**config.mk**
```make
export PLATFORM = sky130hd
export DESIGN_NAME = source_text_tokenizer
export DESIGN_NICKNAME = d
export VERILOG_FILES = /design/src/rtl/stt_pkg.sv /design/src/rtl/source_text_tokenizer.sv /design/src/rtl/stt_step.sv
export VERILOG_INCLUDE_DIRS = /design/src /design/src/rtl
export SDC_FILE = /design/constraint.sdc
export NUM_CORES = 1
export LEC_CHECK = 0
export ABC_AREA = 1
export BUFFER_PORTS_ARGS = -buffer_cell sky130_fd_sc_hd__buf_2
export CAP_MARGIN = 20
export CORE_AREA = 2 2 121 147
export CTS_CLUSTER_SIZE = 30
export DETAILED_ROUTE_END_ITERATION = 16
export DIE_AREA = 0 0 123 149
export PLACE_DENSITY = 0.49
export SLEW_MARGIN = 20
export SYNTH_ARGS = -nofsm -noshare
export SYNTH_HDL_FRONTEND = slang
export SYNTH_HIERARCHICAL = 1
export SYNTH_SLANG_ARGS = --single-unit
```
**constraint.sdc**
```tcl
create_clock -name clk -period 4.4 [get_ports clk]
set_input_delay 0.44 -clock clk [delete_from_list [all_inputs] [get_ports clk]]
set_output_delay 0.44 -clock clk [all_outputs]
set_load 0.02 [all_outputs]
```
**src/rtl/source_text_tokenizer_macros.svh**
```systemverilog
// Assertion macros shared by the tokenizer RTL.
// Depends on a clock named clk and a synchronous reset named rst in scope.
`ifndef SOURCE_TEXT_TOKENIZER_MACROS_SVH
`define SOURCE_TEXT_TOKENIZER_MACROS_SVH

// Same-cycle implication, checked outside reset.
`define STT_ASSERT_NOW(lbl, ante, cons, msg) \
  lbl: assert property (@(posedge clk) disable iff (rst) (ante) |-> (cons)) else $error(msg);

// Next-cycle implication, checked outside reset.
`define STT_ASSERT_NEXT(lbl, ante, cons, msg) \
  lbl: assert property (@(posedge clk) disable iff (rst) (ante) |=> (cons)) else $error(msg);

`endif

```
**src/rtl/stt_pkg.sv**
```systemverilog
// Shared types, codes, keyword table and byte classifiers for the tokenizer.
// No dependencies.
package stt_pkg;

  localparam int NUM_KW  = 5;
  localparam int KW_CHARS = 5;
  localparam int MAX_RES = 3;

  localparam logic OP_CHAR = 1'b0;
  localparam logic OP_END  = 1'b1;

  localparam logic [1:0] MODE_NONE = 2'd0;
  localparam logic [1:0] MODE_ATTR = 2'd1;
  localparam logic [1:0] MODE_NAME = 2'd2;
  localparam logic [1:0] MODE_NUM  = 2'd3;

  localparam logic [1:0] KIND_CHAR = 2'd0;
  localparam logic [1:0] KIND_END  = 2'd1;
  localparam logic [1:0] KIND_EOF  = 2'd2;

  localparam logic [2:0] TYPE_ATTR = 3'd0;
  localparam logic [2:0] TYPE_ID   = 3'd1;
  localparam logic [2:0] TYPE_KW   = 3'd2;
  localparam logic [2:0] TYPE_NUM  = 3'd3;
  localparam logic [2:0] TYPE_SYM  = 3'd4;
  localparam logic [2:0] TYPE_EOF  = 3'd5;

  localparam logic [2:0] LEN_MAX = 3'd7;

  localparam logic [7:0] KW_TEXT [NUM_KW][KW_CHARS] = '{
    '{"v", "a", "r", 8'd0, 8'd0},
    '{"l", "e", "t", 8'd0, 8'd0},
    '{"f", "u", "n", "c", 8'd0},
    '{"i", "f", 8'd0, 8'd0, 8'd0},
    '{"w", "h", "i", "l", "e"}
  };
  localparam logic [2:0] KW_LEN [NUM_KW] = '{3'd3, 3'd3, 3'd4, 3'd2, 3'd5};

  typedef struct packed {
    logic [1:0] mode;
    logic [4:0] cand;
    logic [2:0] len;
  } tok_state_t;

  typedef struct packed {
    logic       first;
    logic [7:0] byte_val;
    logic [2:0] ttype;
    logic [1:0] kind;
  } result_t;

  function automatic logic is_alpha(input logic [7:0] c);
    return (c >= "a" && c <= "z") || (c >= "A" && c <= "Z");
  endfunction

  function automatic logic is_digit(input logic [7:0] c);
    return c >= "0" && c <= "9";
  endfunction

  function automatic logic is_symbol(input logic [7:0] c);
    return c == "=" || c == ":" || c == "+" || c == "-" ||
           c == "(" || c == ")" || c == "{" || c == "}";
  endfunction

  // Keep only the keywords whose character at the current length matches.
  function automatic logic [4:0] name_take(input logic [4:0] cand,
                                           input logic [2:0] len,
                                           input logic [7:0] c);
    logic [4:0] mask;
    mask = '0;
    for (int k = 0; k < NUM_KW; k++) begin
      if (cand[k] && len < KW_LEN[k]) begin
        if (KW_TEXT[k][len] == c) begin
          mask[k] = 1'b1;
        end
      end
    end
    return mask;
  endfunction

endpackage

```
**src/rtl/source_text_tokenizer.sv**
```systemverilog
// Streaming source-text tokenizer, top level.
// Depends on stt_pkg, stt_step and source_text_tokenizer_macros.svh.
//
// Input stream: one request per source byte. s_tuser is the op (0 byte,
// 1 end of source), s_tdata the byte. Output stream: one item per beat,
// tdata the token byte, tuser {first_of_token, token_type, item_kind},
// tlast marks the final item caused by one request.
// A request sits in a two-entry input buffer, is classified combinationally and
// its results (zero to three) land in a burst register that drives the output.
// The input buffer entry and the burst register lie between accept and first
// result. One request per cycle while each gives at most one result and the
// receiver does not stall; a request with more results holds the burst
// register until its last is taken, which limits the rate. s_tready depends
// on registers only. Reset clears the open token, the keyword match state, the
// input buffer and the burst register. When the receiver stalls, the current
// item holds and the input buffer fills, after which s_tready drops.
`include "source_text_tokenizer_macros.svh"

module source_text_tokenizer import stt_pkg::*; (
  input  logic       clk,
  input  logic       rst,
  input  logic       s_tvalid,
  output logic       s_tready,
  input  logic [7:0] s_tdata,   // [7:0] char_code
  input  logic       s_tuser,   // [0] op
  output logic       m_tvalid,
  input  logic       m_tready,
  output logic [7:0] m_tdata,   // [7:0] byte_out
  output logic [5:0] m_tuser,   // [1:0] item_kind, [4:2] token_type, [5] first_of_token
  output logic       m_tlast    // last_result
);

  // Two-entry input buffer
  logic       a_valid, b_valid;
  logic       a_op, b_op;
  logic [7:0] a_char, b_char;

  // Burst register
  logic          bv;
  logic [1:0]    bcnt;
  logic [1:0]    bidx;
  result_t [2:0] bres;

  tok_state_t    tstate;
  tok_state_t    tstate_next;
  result_t [2:0] step_res;
  logic [1:0]    step_cnt;

  logic push, load, burst_last, out_fire;

  assign s_tready   = !b_valid;
  assign push       = s_tvalid && s_tready;
  assign burst_last = (bidx == bcnt - 2'd1);
  assign out_fire   = m_tvalid && m_tready;
  assign load       = a_valid && (!bv || (out_fire && burst_last));

  stt_step u_step (
    .op        (a_op),
    .char_code (a_char),
    .cur       (tstate),
    .nxt       (tstate_next),
    .results   (step_res),
    .res_count (step_cnt)
  );

  always_ff @(posedge clk) begin
    if (rst) begin
      a_valid <= 1'b0;
      b_valid <= 1'b0;
    end else if (load) begin
      if (b_valid) begin
        a_op    <= b_op;
        a_char  <= b_char;
        b_valid <= 1'b0;
      end else if (push) begin
        a_op   <= s_tuser;
        a_char <= s_tdata;
      end else begin
        a_valid <= 1'b0;
      end
    end else if (push) begin
      if (!a_valid) begin
        a_valid <= 1'b1;
        a_op    <= s_tuser;
        a_char  <= s_tdata;
      end else begin
        b_valid <= 1'b1;
        b_op    <= s_tuser;
        b_char  <= s_tdata;
      end
    end
  end

  always_ff @(posedge clk) begin
    if (rst) begin
      tstate <= '0;
      bv     <= 1'b0;
      bcnt   <= 2'd0;
      bidx   <= 2'd0;
    end else if (load) begin
      tstate <= tstate_next;
      // A dropped byte with nothing open leaves the burst register empty.
      bv     <= (step_cnt != 2'd0);
      bcnt   <= step_cnt;
      bidx   <= 2'd0;
      bres   <= step_res;
    end else if (out_fire) begin
      if (burst_last) begin
        bv <= 1'b0;
      end else begin
        bidx <= bidx + 2'd1;
      end
    end
  end

  assign m_tvalid = bv;
  assign m_tdata  = bres[bidx].byte_val;
  assign m_tuser  = {bres[bidx].first, bres[bidx].ttype, bres[bidx].kind};
  assign m_tlast  = burst_last;

  `STT_ASSERT_NOW(a_idx_in_burst, m_tvalid, bidx < bcnt, "burst index past count")
  `STT_ASSERT_NOW(a_spare_needs_main, b_valid, a_valid, "spare entry without main entry")
  `STT_ASSERT_NOW(a_eof_is_last, m_tvalid && m_tuser[1:0] == KIND_EOF, m_tlast,
                  "eof item not last of its request")
  `STT_ASSERT_NEXT(a_eof_resets, load && a_op == OP_END, tstate == '0,
                   "token state not cleared after end of source")

endmodule

```
**src/rtl/stt_step.sv**
```systemverilog
// One tokenizer step: classify a byte against the open token and list its results.
// Depends on stt_pkg.
module stt_step import stt_pkg::*; (
  input  logic             op,
  input  logic [7:0]       char_code,
  input  tok_state_t       cur,
  output tok_state_t       nxt,
  output result_t [2:0]    results,
  output logic [1:0]       res_count
);

  logic       cont;
  logic       kw_hit;
  logic [2:0] open_type;
  logic [4:0] take_cont;
  logic [4:0] take_new;

  always_comb begin
    kw_hit = 1'b0;
    for (int k = 0; k < NUM_KW; k++) begin
      if (cur.cand[k] && cur.len == KW_LEN[k]) begin
        kw_hit = 1'b1;
      end
    end
    case (cur.mode)
      MODE_ATTR: open_type = TYPE_ATTR;
      MODE_NUM:  open_type = TYPE_NUM;
      default:   open_type = kw_hit ? TYPE_KW : TYPE_ID;
    endcase
  end

  assign take_cont = name_take(cur.cand, cur.len, char_code);
  assign take_new  = name_take({NUM_KW{1'b1}}, 3'd0, char_code);

  always_comb begin
    case (cur.mode)
      MODE_ATTR, MODE_NAME: cont = is_alpha(char_code) || is_digit(char_code) ||
                                   char_code == "_";
      MODE_NUM:             cont = is_alpha(char_code) || is_digit(char_code) ||
                                   char_code == ".";
      default:              cont = 1'b0;
    endcase
  end

  always_comb begin
    results   = '0;
    res_count = 2'd0;
    nxt       = cur;
    if (op == OP_END) begin
      if (cur.mode != MODE_NONE) begin
        results[res_count] = '{first: 1'b0, byte_val: 8'd0, ttype: open_type,
                               kind: KIND_END};
        res_count = res_count + 2'd1;
      end
      results[res_count] = '{first: 1'b0, byte_val: 8'd0, ttype: TYPE_EOF,
                             kind: KIND_EOF};
      res_count = res_count + 2'd1;
      nxt = '0;
    end else if (cont) begin
      if (cur.mode == MODE_NAME) begin
        nxt.cand = take_cont;
        nxt.len  = (cur.len < LEN_MAX) ? cur.len + 3'd1 : cur.len;
        results[0] = '{first: 1'b0, byte_val: char_code, ttype: TYPE_ID,
                       kind: KIND_CHAR};
      end else begin
        results[0] = '{first: 1'b0, byte_val: char_code, ttype: open_type,
                       kind: KIND_CHAR};
      end
      res_count = 2'd1;
    end else begin
      // Close the open token before starting whatever this byte begins.
      if (cur.mode != MODE_NONE) begin
        results[0] = '{first: 1'b0, byte_val: 8'd0, ttype: open_type,
                       kind: KIND_END};
        res_count = 2'd1;
        nxt = '0;
      end
      if (char_code == ".") begin
        nxt.mode = MODE_ATTR;
        results[res_count] = '{first: 1'b1, byte_val: char_code, ttype: TYPE_ATTR,
                               kind: KIND_CHAR};
        res_count = res_count + 2'd1;
      end else if (is_alpha(char_code) || char_code == "_") begin
        nxt.mode = MODE_NAME;
        nxt.cand = take_new;
        nxt.len  = 3'd1;
        results[res_count] = '{first: 1'b1, byte_val: char_code, ttype: TYPE_ID,
                               kind: KIND_CHAR};
        res_count = res_count + 2'd1;
      end else if (is_digit(char_code)) begin
        nxt.mode = MODE_NUM;
        results[res_count] = '{first: 1'b1, byte_val: char_code, ttype: TYPE_NUM,
                               kind: KIND_CHAR};
        res_count = res_count + 2'd1;
      end else if (is_symbol(char_code)) begin
        results[res_count] = '{first: 1'b1, byte_val: char_code, ttype: TYPE_SYM,
                               kind: KIND_CHAR};
        res_count = res_count + 2'd1;
        results[res_count] = '{first: 1'b0, byte_val: 8'd0, ttype: TYPE_SYM,
                               kind: KIND_END};
        res_count = res_count + 2'd1;
      end
    end
  end

endmodule

```
==> After elaboration in Yosys (flattened, before gate mapping) <==
Memories as Yosys holds them, arrays and structs flattened.
Cells that the tools add are included.
Widths: inputs -> output; s select.
{ "word_totals": {"regBits": 77, "latch_bits": 0, "ramBits": 0, "romBits": 320, "in_bits": 13, "out_inout_bits": 17, "wordCells": 247, "memories": 5} }
{ "memory_table": {"columns": ["name", "words", "word_bits", "rd", "rd_ports_with_merged_regs", "write_ports", "line", "rtl"], "rows": [
  ["(name not given)", 8, 8, 1, 0, 0, "stt_pkg.sv:73", "if (KW_TEXT[k][len] == c) begin"],
  ["(name not given)", 8, 8, 1, 0, 0, "stt_pkg.sv:73", null],
  ["(name not given)", 8, 8, 1, 0, 0, "stt_pkg.sv:73", null],
  ["(name not given)", 8, 8, 1, 0, 0, "stt_pkg.sv:73", null],
  ["(name not given)", 8, 8, 1, 0, 0, "stt_pkg.sv:73", null]
]} }
{ "classes": {"n_addsub": 6, "multipliers": 0, "div": 0, "order_cmp": 19, "eq_ne": 34, "n_shift": 0, "muxes": 95, "n_bitwise": 10, "n_reduce_logical": 54} }
{ "op_table": {"columns": ["cell", "n"], "rows": [
  ["$mux 42", 5],
  ["$bwmux 42", 4],
  ["$mux 8", 19],
  ["$mux 14", 8],
  ["$demux 14 s2", 3],
  ["$eq 8x6->1 const B", 7],
  ["$eq 7x8->1 const A", 5],
  ["$eq 8x8->1", 5],
  ["$and 36x36->36", 1],
  ["$not 36->36", 1],
  ["$and 11x33->33", 1],
  ["$mux 1", 33],
  ["$not 33->33", 1],
  ["$bmux 14 s2", 1],
  ["$mux 2", 14],
  ["$mux 28", 1],
  ["$eq 8x7->1 const B", 3],
  ["$logic_and 1x1->1", 20],
  ["$mux 10", 2],
  ["$ge 8x7->1 const B", 2],
  ["$le 8x7->1 const B", 2],
  ["$logic_or 1x1->1", 13],
  ["$lt 2x3->1 const B", 4],
  ["$reduce_bool 2->1", 6],
  ["31 further kinds", 57]
]} }

==> Logic depth before layout (Yosys ltp) <==
{ "logic_depth": {"word_depth": 21, "ltp_mapped": 16, "ltp_nobuf": 15} }

==> Modules after synthesis <==
Netlist, hierarchy kept.
{ "by_module_without_submodules": {"columns": ["mod", "n_inst", "cells_per_inst", "area_each_um2", "seq_area_each_um2"], "rows": [
  ["source_text_tokenizer", 1, 265, 3140.5, 2142.1],
  ["stt_step", 1, 346, 1665.3, 0.0]
]} }

==> Worst setup path before layout <==
OpenSTA, ideal clock, no wires.
{ "synth_timing": {"kind": "register -> register", "startpoint": "reg bv, in the netlist m_tvalid", "endpoint": "reg bres[0] (netlist bit), enable pin", "setup_time_ps": 442, "arrival_time_ps": 2879, "t_required_ps": 3958, "path_slack_ps": 1079, "path_stages_with_launch": 8, "path_buffers": 1, "synth_period_minus_slack_ps": 3321, "path_cell_list": "dfxtp_1 > nand2_1 > inv_1 > nand3_2 > nand2_4 > nand2_8 > buf_6 > nor2_1"} }
{ "synth_between": {"elab_chain_len": 5, "word_cells_on_any_way": 6, "cone_classes": "6 x reduce/logical"} }
{ "synth_lines": {"columns": ["item", "line", "rtl"], "rows": [
  ["from (decl)", "source_text_tokenizer.sv:39", "logic bv;"],
  ["from (signal assigned)", "source_text_tokenizer.sv:103", "bv <= (step_cnt != 2'd0);"],
  ["$logic_and 1x1->1", "source_text_tokenizer.sv:54", "assign out_fire = m_tvalid && m_tready;"],
  ["$logic_and 1x1->1", "source_text_tokenizer.sv:55", "assign load = a_valid && (!bv || (out_fire && burst_last));"],
  ["$logic_or 1x1->1 *", "source_text_tokenizer.sv:55", null],
  ["$logic_and 1x1->1 *", "source_text_tokenizer.sv:55", null],
  ["$reduce_and 2->1 (no line) *", null, null],
  ["to (signal assigned)", "source_text_tokenizer.sv:106", "bres <= step_res;"],
  ["to (decl)", "source_text_tokenizer.sv:42", "result_t [2:0] bres;"]
]} }
Every way passes the cells marked *; elsewhere a longest branch is shown, timed or not.
A chain may end at the register's enable or synchronous reset.

==> Worst setup path after layout <==
{ "layout_timing": {"startpoint": "reg bidx[0]", "endpoint": "reg b_char[6], enable pin"} }
{ "layout_between": {"elab_chain_len": 6} }
{ "layout_lines": {"columns": ["item", "line", "rtl"], "rows": [
  ["from (decl)", "source_text_tokenizer.sv:41", "logic [1:0] bidx;"],
  ["from (signal assigned)", "source_text_tokenizer.sv:111", "bidx <= bidx + 2'd1;"],
  ["$eq 2x2->1", "source_text_tokenizer.sv:53", "assign burst_last = (bidx == bcnt - 2'd1);"],
  ["$logic_and 1x1->1", "source_text_tokenizer.sv:55", null],
  ["$logic_or 1x1->1", "source_text_tokenizer.sv:55", null],
  ["$logic_and 1x1->1", "source_text_tokenizer.sv:55", null],
  ["$not 1->1 (no line)", null, null],
  ["$reduce_and 4->1 (no line)", null, null],
  ["to (signal assigned)", "source_text_tokenizer.sv:89", "b_char <= s_tdata;"],
  ["to (decl)", "source_text_tokenizer.sv:36", "logic [7:0] a_char, b_char;"]
]} }
No other way between the ends.

==> key figures <==
Detailed routing
  • Wirelength per Cell: roughly 14 um
  • Via count: 3991
  • Via density: 4.701
  • Drt pass-1 iters: 4
  • Remaining antenna violation count after routing: 0
  • Initial DRC Count: just under 300
  • Final WL: ~12 mm
  • DR DRC count: 0

Yosys
  • Syn. warnings: 6
  • Area leader, netlist: edfxtp_1
  • Ys async rst share: 0%
  • Syn_area_per_cell: 7.866 um2
  • Count leader, synth: nand2_1
  • Seq/Total Area, Yosys: between 40 and 50%
  • Mapped Area: between 0.004 and 0.005 mm2
  • #FFs+latches synth: between 70 and 80
  • Top post-synthesis cells by count: nand2_1 (145), nor2_1 (90), edfxtp_1 (60)
  • Yosys cell types: 36
  • Ranking of synthesized cells by area: edfxtp_1 (37%), nand2_1 (11%), dfxtp_1 (7.1%)
  • Ys flop type: edfxtp_1
  • Post-synth top area share: 37.49%
  • Post-synth EDFFs: 60
  • Gate Count Post-Synth: 611

Final layout
  • Fill cell count: 1882
  • Layout cells sized above 1: a little over an eighth
  • Final nets: roughly 650
  • Layout area overhead: 11.35%
  • N_diodes: 0

Floorplanning
  • Core area: approximately 0.017 mm2
  • I/O Pins: 30
  • Die width: between 100 and 150 um
  • Initial core utilization: ~28%
  • Die ar.: approximately 0.018 mm2
  • Die H: around 150 um
  • Row cnt: 53

STA
  • Minimum clock period after layout: 3.099 ns
  • RSZ-0062 raised after global routing: no
  • Slew @ Worst Pin: around 0.85 ns
  • Max Fclk: between 300 and 400 MHz
  • Hold WS: 0.3051 ns
  • Worst clock skew: between 0.006 and 0.007 ns
  • Final Hold Viols: 0
  • Final period util: between 70% and 80%
  • Max Slew Vio Count: 0
  • TNS Setup: 0 ns
  • # setup viols final: 0
  • Worst rel slew slack: around 43%

Placed design
  • GPL Wtd Cong: 0.8288
  • I/O Buffers: 29
  • Detailed Place HPWL: 8.582 mm

Clocking
  • Hold_buf cts: 0
  • Clock-pin slew on the worst setup and hold paths: 0.06 ns
  • CTS Buf Count: 9
  • PostCTS Resize Cnt: 0
  • TritonCTS sink count: 77
  • Post-CTS Setup Inserts: 0
  • CTS tree: yes
  • Number of H-tree levels: 3
  • Clock tree buffer depth: 2
  • CTS root buffer: clkbuf_16
  • Worst-Skew Late Latency: roughly 0.34 ns

Critical path
  • Worst setup EP type: flop
  • Critical path class: flop to flop
  • CP max stage delay: approximately 0.65 ns
  • Crit path max fanout: 35
  • Critical Path RT: about 4.4 ns
  • CP cell instances: inv_1 > nand2_1 > nand2_2 > nand3_2 > nand2_4 > nand2_8 > ha_1 > nand2_1 > nor2_1
  • Crit start category: flop
  • CP max stage cell: dfxtp_1
  • Data arrival, critical path: 3.07 ns
  • Critical Path Most Common Cell: nand2_1

Power
  • Static Leakage: between 2 and 2.5 nW
  • Peak VDD IR: ~0.17 mV
  • Pwr/cell area: approximately 440 mW/mm2

GRT
  • Tot GR Track Use: 13.48%
  • Initial antenna violation count: 0
  • First-pass GRT wire length: slightly below 20 mm
  • Vias in the first global route: about 3900
  • Total grt overflow: 0
  • Pin count of the biggest net entering global routing: 43

Run
  • # Max-Cap Violations: 0

Min path
  • Min-delay worst type: primary input to flop

Outcome
  • Status: finished, final reports clean
[worst max-delay path: cells and delay by family (launching register included)]
| family | cells | cell delay, ns |
|---|---|---|
| and+or+nand+nor | 7 | 1.32 |
| buffers and inverters | 1 | 0.54 |
| DFF | 1 | 0.65 |
| adders and majority gates | 1 | 0.19 |
[cells by family (layout without fill, tap and decap cells)]
group | count (synthesis) | count (layout) | synth area share, %
AO/OA/AOI/OAI | 85 | 85 | 9.789
AND/OR/NAND/NOR | 330 | 330 | 30.28
multiplexers | 9 | 9 | 1.875
flip-flops | 77 | 77 | 44.57
other | 1 | 14 | 0.07803
XOR/XNOR | 6 | 6 | 1.093
buffers and inverters | 93 | 98 | 9.711
adder cells (fa/ha/maj) | 10 | 10 | 2.603
[layout make-up]
class | count | area (um2) | area share, %
clock inverter | 4 | 27.53 | 0.5144
tap | 220 | 275.3 | 5.144
clock buffer | 12 | 279.0 | 5.214
timing repair buffer | 31 | 180.2 | 3.367
sequential | 77 | 2142 | 40.03
inverter | 51 | 193.9 | 3.624
multi-input combinational | 454 | 2253 | 42.11
[cells in the final DEF, fill, tap and decap left out]
cell and n:
a21oi_1 22, inv_6 1, clkinv_2 2, ha_1 10, xor2_1 6, clkinv_4 1, buf_2 29, dfxtp_1 17
clkinv_1 4, inv_2 7, o21ai_0 48, o21bai_2 1, clkbuf_1 1, conb_1 14, nor2_8 1, inv_1 39
buf_4 1, mux2i_1 9, nor2_2 4, nand2_2 7, nand3_2 4, clkbuf_16 11, inv_4 1, o21ai_2 9
edfxtp_1 60, nor2b_1 1, nand2_1 145, buf_16 1, nor3_1 3, nand4_1 12, nand2_4 1, nor2_1 89
o22ai_1 1, a21oi_2 1, nand3_1 59, o21ai_1 3, nor3_2 1, nor2_4 2, nand2_8 1
[registers in the layout, summed over array words and instances, names as in the netlist]
name,count
bres,42
tstate,10
a_char,8
b_char,8
bcnt,2
bidx,2
a_op,1
a_valid,1
b_op,1
b_valid,1
m_tvalid,1
[layer usage]
layer | track usage (%) | part of all wire (%) | up-vias
li1 | - | - | 2029
met3 | 3.096 | 4.3 | 19
met5 | 0 | 0 | -
met2 | 23.34 | 49 | 86
met4 | 5.227 | 2.2 | 0
met1 | 16.04 | 44 | 1857
[power by group]
group	leakage [nW]	switching [mW]	internal, mW
registers	0.698	0.0887	0.899
clock network	0.153	0.293	0.452
logic	1.39	0.423	0.183
[worst paths after layout]
kind,startpoint,to,slack [ns],cells after the start
worst min register to register,bcnt[0],bcnt[0],0.49,2
worst min-delay path,s_tuser,b_op,0.31,1
worst max register to register,bidx[0],b_char[6],1.30,9
worst max-delay path,bidx[0],b_char[6],1.30,9
[stage by stage]
stage / setup WS [ns] / util [%] / power [mW] / instance area [um2] / cells
after global routing: 0.8477 / 31.28 / 2.488 / 5351 / 849
after CTS: 1.096 / 31.12 / 2.357 / 5324 / 848
final: 1.301 / 31.28 / 2.338 / 5351 / 849
after detailed placement: 1.125 / 29.33 / 1.601 / 5017 / 832
after floorplan: 1.079 / - / 1.469 / 4855 / 624
after global placement: 1.244 / 29.33 / 1.590 / 5017 / 832
Note: power is estimated with default switching activity, not from simulation.
